### src/sv/pczb_pkg.sv
// shared types and constants of the point cloud z-buffer
package pczb_pkg;

	localparam int ACC_W   = 50;          // camera accumulator, 30 fraction bits
	localparam int C_W     = 36;          // camera coordinate, Q20.16
	localparam int DVD_W   = C_W + 16;    // dividend of the ratio divider
	localparam int U_W     = 50;          // projected coordinate before rounding
	localparam int ADDR_W  = 16;          // depth store address
	localparam int DEPTH_W = 32;
	localparam int QUEUE_DEPTH = 4;
	localparam int DEF_MAX_WIDTH  = 256;
	localparam int DEF_MAX_HEIGHT = 256;

	localparam logic [DEPTH_W-1:0] DEPTH_EMPTY    = 32'hFFFF_FFFF;
	localparam logic [DEPTH_W-1:0] DEPTH_MAX_KEPT = 32'hFFFF_FFFE;

	typedef enum logic [2:0] {
		REG_ROT0, REG_ROT1, REG_ROT2, REG_TRANS_XY,
		REG_TRANS_Z, REG_FOCAL, REG_CENTER, REG_SIZE
	} pczb_reg_t;

	typedef struct packed {
		logic [63:0] rot0;
		logic [63:0] rot1;
		logic [63:0] rot2;
		logic [63:0] trans_xy;
		logic [31:0] trans_z;
		logic [63:0] focal;
		logic [63:0] center;
		logic [31:0] size;
	} pczb_cfg_t;

	// one store operation handed from the front to the back
	typedef struct packed {
		logic               is_read;
		logic [ADDR_W-1:0]  addr;
		logic [DEPTH_W-1:0] depth;
	} pczb_op_t;

endpackage

### src/sv/pczb_queue.sv
// short operation queue between the front and the back
module pczb_queue (
	input  logic               clk,
	input  logic               arst_n,
	input  logic               push,
	input  pczb_pkg::pczb_op_t push_op,
	output logic               full,
	input  logic               pop,
	output logic               empty,
	output pczb_pkg::pczb_op_t head
);
	localparam int D   = pczb_pkg::QUEUE_DEPTH;
	localparam int P_W = $clog2(D);

	pczb_pkg::pczb_op_t mem_q [D];
	logic [P_W-1:0]     wr_q, rd_q;
	logic [P_W:0]       cnt_q;
	logic               do_push, do_pop;

	assign full    = (cnt_q == (P_W+1)'(D));
	assign empty   = (cnt_q == '0);
	assign head    = mem_q[rd_q];
	assign do_push = push && !full;
	assign do_pop  = pop && !empty;

	always_ff @(posedge clk) begin
		if (do_push) mem_q[wr_q] <= push_op;
	end

	always_ff @(posedge clk or negedge arst_n) begin
		if (!arst_n) begin
			wr_q  <= '0;
			rd_q  <= '0;
			cnt_q <= '0;
		end else begin
			if (do_push) wr_q <= wr_q + P_W'(1);
			if (do_pop)  rd_q <= rd_q + P_W'(1);
			cnt_q <= cnt_q + (P_W+1)'(do_push) - (P_W+1)'(do_pop);
		end
	end

endmodule

### config.mk
export PLATFORM = sky130hd
export DESIGN_NAME = pczb_queue
export DESIGN_NICKNAME = d
export VERILOG_FILES = /design/src/sv/pczb_pkg.sv /design/src/sv/pczb_queue.sv
export SDC_FILE = /design/constraint.sdc
export NUM_CORES = 1
export LEC_CHECK = 0
export BUFFER_PORTS_ARGS = -buffer_cell sky130_fd_sc_hd__buf_2
export CAP_MARGIN = 40
export CORE_ASPECT_RATIO = 2
export CORE_MARGIN = 2
export CORE_UTILIZATION = 50
export CTS_CLUSTER_DIAMETER = 40
export DETAILED_ROUTE_END_ITERATION = 16
export PLACE_DENSITY = 0.71
export SLEW_MARGIN = 10
export SYNTH_ARGS = -nofsm -noshare
export SYNTH_HDL_FRONTEND = slang
export SYNTH_SLANG_ARGS = --single-unit
### constraint.sdc
create_clock -name clk -period 6.3 [get_ports clk]
set_input_delay 0 -clock clk [delete_from_list [all_inputs] [get_ports clk]]
set_output_delay 0 -clock clk [all_outputs]
set_load 0.05 [all_outputs]
======== After elaboration in Yosys (flattened, before gate mapping) ========
Memory sizes are Yosys's and may differ from the RTL's.
Cells that the tools add are included.
Widths: inputs -> output; s select.
storage, ports and cells
  flip-flop bits (word level) ............. 7
  bits in latches ......................... 0
  bits in writable memories ............... 196
  memory bits (read-only) ................. 0
  input port bits ......................... 53
  output and inout port bits .............. 51
  memories kept ........................... 1
cells by class
  add/subtract/negate cells ............... 4
  multipliers ............................. 0
  divide/modulo/power cells ............... 0
  magnitude comparators ................... 0
  equality and inequality tests ........... 1
  shift-type cells ........................ 0
  mux-type cells .......................... 2
  bitwise operators ....................... 0
  reduce and logical (&&, ||, !) cells .... 5
memories
  memory  words  bits a word  rd ports  clocked after memory_dff  write ports  line              RTL
  mem_q   4      49           1         0                         1            pczb_queue.sv:15  pczb_pkg::pczb_op_t mem_q [D];
operators with widths
  kind                 count
  $add 2x1->2 const B  2
  $add 3x1->3          1
  $eq 3x3->1 const B   1
  $logic_not 3->1      1
  $sub 3x1->3          1
  $logic_and 1x1->1    2
  $logic_not 1->1      2
  $mux 1               2

======== Depth between registers and ports, before layout ========
  word-level depth ........................ 5
  depth in mapped cells ................... 8

======== Least setup slack after synthesis ========
No wires, ideal clock.
  path kind ............................... flip-flop to flip-flop
  start point ............................. register cnt_q[2]
  end point ............................... memory mem_q[0][0] in the netlist's numbering, enable pin
  setup time .............................. 0.412 ns
  arrival ................................. 1.968 ns
  setup slack ............................. 3.920 ns
  cell stages (with the launch flop) ...... 3
  path buffers ............................ 0
  clock period less this slack ............ 2.380 ns
  path through ............................ dfrtp_1 nor3b_4 and3b_1
between the ends
  longest elaborated chain between the ends .. 5
RTL lines
  what                          line              RTL
  from (decl)                   pczb_queue.sv:17  logic [P_W:0] cnt_q;
  from (signal assigned)        pczb_queue.sv:38  cnt_q <= cnt_q + (P_W+1)'(do_push) - (P_W+1)'(do_pop);
  $eq 3x3->1                    pczb_queue.sv:20  assign full = (cnt_q == (P_W+1)'(D));
  via full                      pczb_queue.sv:7   output logic full,
  $logic_not 1->1               pczb_queue.sv:23  assign do_push = push && !full;
  $logic_and 1x1->1             pczb_queue.sv:23
  $mux 1                        pczb_queue.sv:27  if (do_push) mem_q[wr_q] <= push_op;
  $mux 1 (not written as such)  pczb_queue.sv:27
  to (decl)                     pczb_queue.sv:15
The timed path passes the listed nets, and every way through them passes these cells.

==> results_dict.tcl <==
set metrics [dict create \
    syn-instance-count 298 \
    wl_um 13700 \
    grt_pass1_vias 3923 \
    crit_type "flop to output pin" \
    post_cts_resized 0 \
    clock_skew_ps 10.3 \
    final_common_cell "edfxtp_1" \
    grt_overflow 0 \
    postCtsSetupBuffers 0 \
    diodes 0 \
    muxShareOfSynthArea 0.146 \
    status "finished, final reports clean" \
    maxCapViolCount 0 \
    insertion_delay_ps 480 \
    ios 104 \
    dieHeight_um 178 \
    cp_data_arrival_time_ps 2340 \
    drc_errors 0 \
    via_count 3572 \
    worst_slew_pin_slew_ps 737 \
    fp-row-count 63 \
    die-width_um 91.2 \
    drt_iter0_drc 214 \
    yosysWarnings 0 \
    rsz0062_at_grt "false" \
    cts_buffer_depth 3 \
    grt_start_max_net_pins 50 \
    cts_tree "built" \
    max_freq_ghz 0.427 \
    period_share 0.371 \
    syn_to_final_growth_pct 23.9 \
    final_hold_viol_count 0 \
    postSynthAreaPerCell_sq_um 25.5 \
    ys_seq_elements 203 \
    globalplace.congestion 0.713 \
    synth_xor_area_frac 0.00461 \
    core_area_sq_um 14800 \
    tns_ps 0 \
    grt_antenna_before_repair 0 \
    vias_per_cell 5.29 \
    syn_area_sq_um 7600 \
    synth_adder_area_share 0.0125 \
    drtPass1Iterations 4 \
    fin_crit_ps 2340 \
    finalMaxSlewViolations 0 \
    crit_path_start_kind "flop" \
    antenna_left 0 \
    hold_class "input pin to flop" \
    start_util 0.513 \
    slew_headroom 0.509 \
    h-tree-depth 1 \
    synth.distinct_cells 21 \
    synth_top_family_by_area "multiplexers" \
    drive_gt1_frac 0.394 \
    grt_usage 0.173 \
    clock-sinks 203 \
    fin_util 0.636 \
    path_max_fanout 31 \
    cts_buffers 18 \
    leakage_uw 0.00329 \
    grt_pass1_wl_um 21200 \
    fill_cells 1066 \
    port_buffers 103 \
    synth-simple-area-share 0.0145 \
    cts-root-buf "clkbuf_16" \
    required_ps 6300 \
    power_density_nw_per_um2 517 \
    clk_pin_slew_ps 60 \
    dieArea_sq_um 16300 \
    post-dp-hpwl_um 8230 \
    peakVddDrop_mv 0.401 \
    fin_nets 528 \
    ys_seq_area_frac 0.797 \
    synth-compound-area-share 0.00411 \
    syn_nets 358 \
    routedWlPerCell_um 20.3 \
    worst_setup_path_end_kind "output pin" \
    cts_hold_buffers 53 \
    finalSetupViolCount 0 \
    final_cell_mix "196 x edfxtp_1, 103 x buf_2, 53 x dlygate4sd3_1" \
]
-- synth_stat cells --
master       n  area (sq um)
edfxtp_1   196          5890
mux4_2      48          1080
dfrtp_1      7           175
ha_1         6          75.1
inv_1        6          22.5
buf_12       5           100
buf_2        5          25.0
and3b_1      4          35.0
nand2b_1     4          25.0
xnor2_1      4          35.0
nand4bb_1    2          22.5
o211ai_1     2          15.0
buf_6        1          11.3
clkbuf_1     1          3.75
fa_1         1          20.0
mux4_1       1          26.3
nand2_1      1          3.75
nor3_1       1          5.00
nor3b_4      1          18.8
o311ai_0     1          8.76
o31ai_1      1          7.51
-- worst paths after layout --
kind	startpoint	end	slack [ps]	cells after the start
setup / recovery	rd_q[1]	head[0]	3960	3
hold / removal	push_op[32]	mem_q[2][32]	280	2
hold reg to reg	wr_q[0]	wr_q[0]	640	2
max in group asynchronous	arst_n	rd_q[0]	5520	3
setup reg to reg	cnt_q[1]	cnt_q[2]	4060	8
min in group asynchronous	arst_n	wr_q[0]	490	3
-- layer usage --
metal / share of wire / up-vias / global-route usage
li1: - / 1603 / -
met1: 0.36 / 1847 / 0.202
met2: 0.58 / 104 / 0.321
met3: 0.044 / 18 / 0.0266
met4: 0.022 / 0 / 0.0644
met5: 0 / - / 0
-- flip-flops by register name (all words and copies together) (netlist names) --
signal  flops
rd_q        2
wr_q        2
mem_q     196
cnt_q       3
-- critical path, stage by stage, from the launching register on --
cell	delay (ps)
dfrtp_2	690
buf_4	500
mux4_2	410
buf_2	230
-- stage by stage --
step	area [sq um]	worst slack, ps	instances	total power (uW)	hold WS (ps)
final	9420	3960	675	4870	277
after global routing	9420	3840	675	5070	270
after CTS	9420	3910	675	4940	259
after detailed placement	8300	4040	590	3820	-154
after global placement	8270	4170	589	3770	-158
after floorplan	7600	3920	298	3430	-296
-- where the power goes --
part | internal [uW] | switching [uW] | total, uW
Combinational | 592 | 1260 | 1850
Sequential | 1790 | 142 | 1930
Clock | 645 | 440 | 1090
Total | 3020 | 1840 | 4870
-- cells by family (layout without fill, tap and decap cells) --
kind of cell             Yosys count  in the layout
XOR/XNOR                           4              4
AND/OR/NAND/NOR                   13             13
flip-flops                       203            203
AO/OA/AOI/OAI                      4              4
multiplexers                      49             49
adder cells (fa/ha/maj)            7              7
buffers and inverters             18            200
-- area by class of cell --
cell class | instances | area [sq um] | share of cell area
sequential | 203 | 6070 | 0.644
multi-input combinational | 77 | 1380 | 0.147
timing repair buffer | 162 | 1110 | 0.118
clock buffer | 24 | 504 | 0.0535
tap | 195 | 244 | 0.0259
clock inverter | 8 | 88.8 | 0.00943
inverter | 6 | 22.5 | 0.00239
Power figures use the tool's default switching activity.
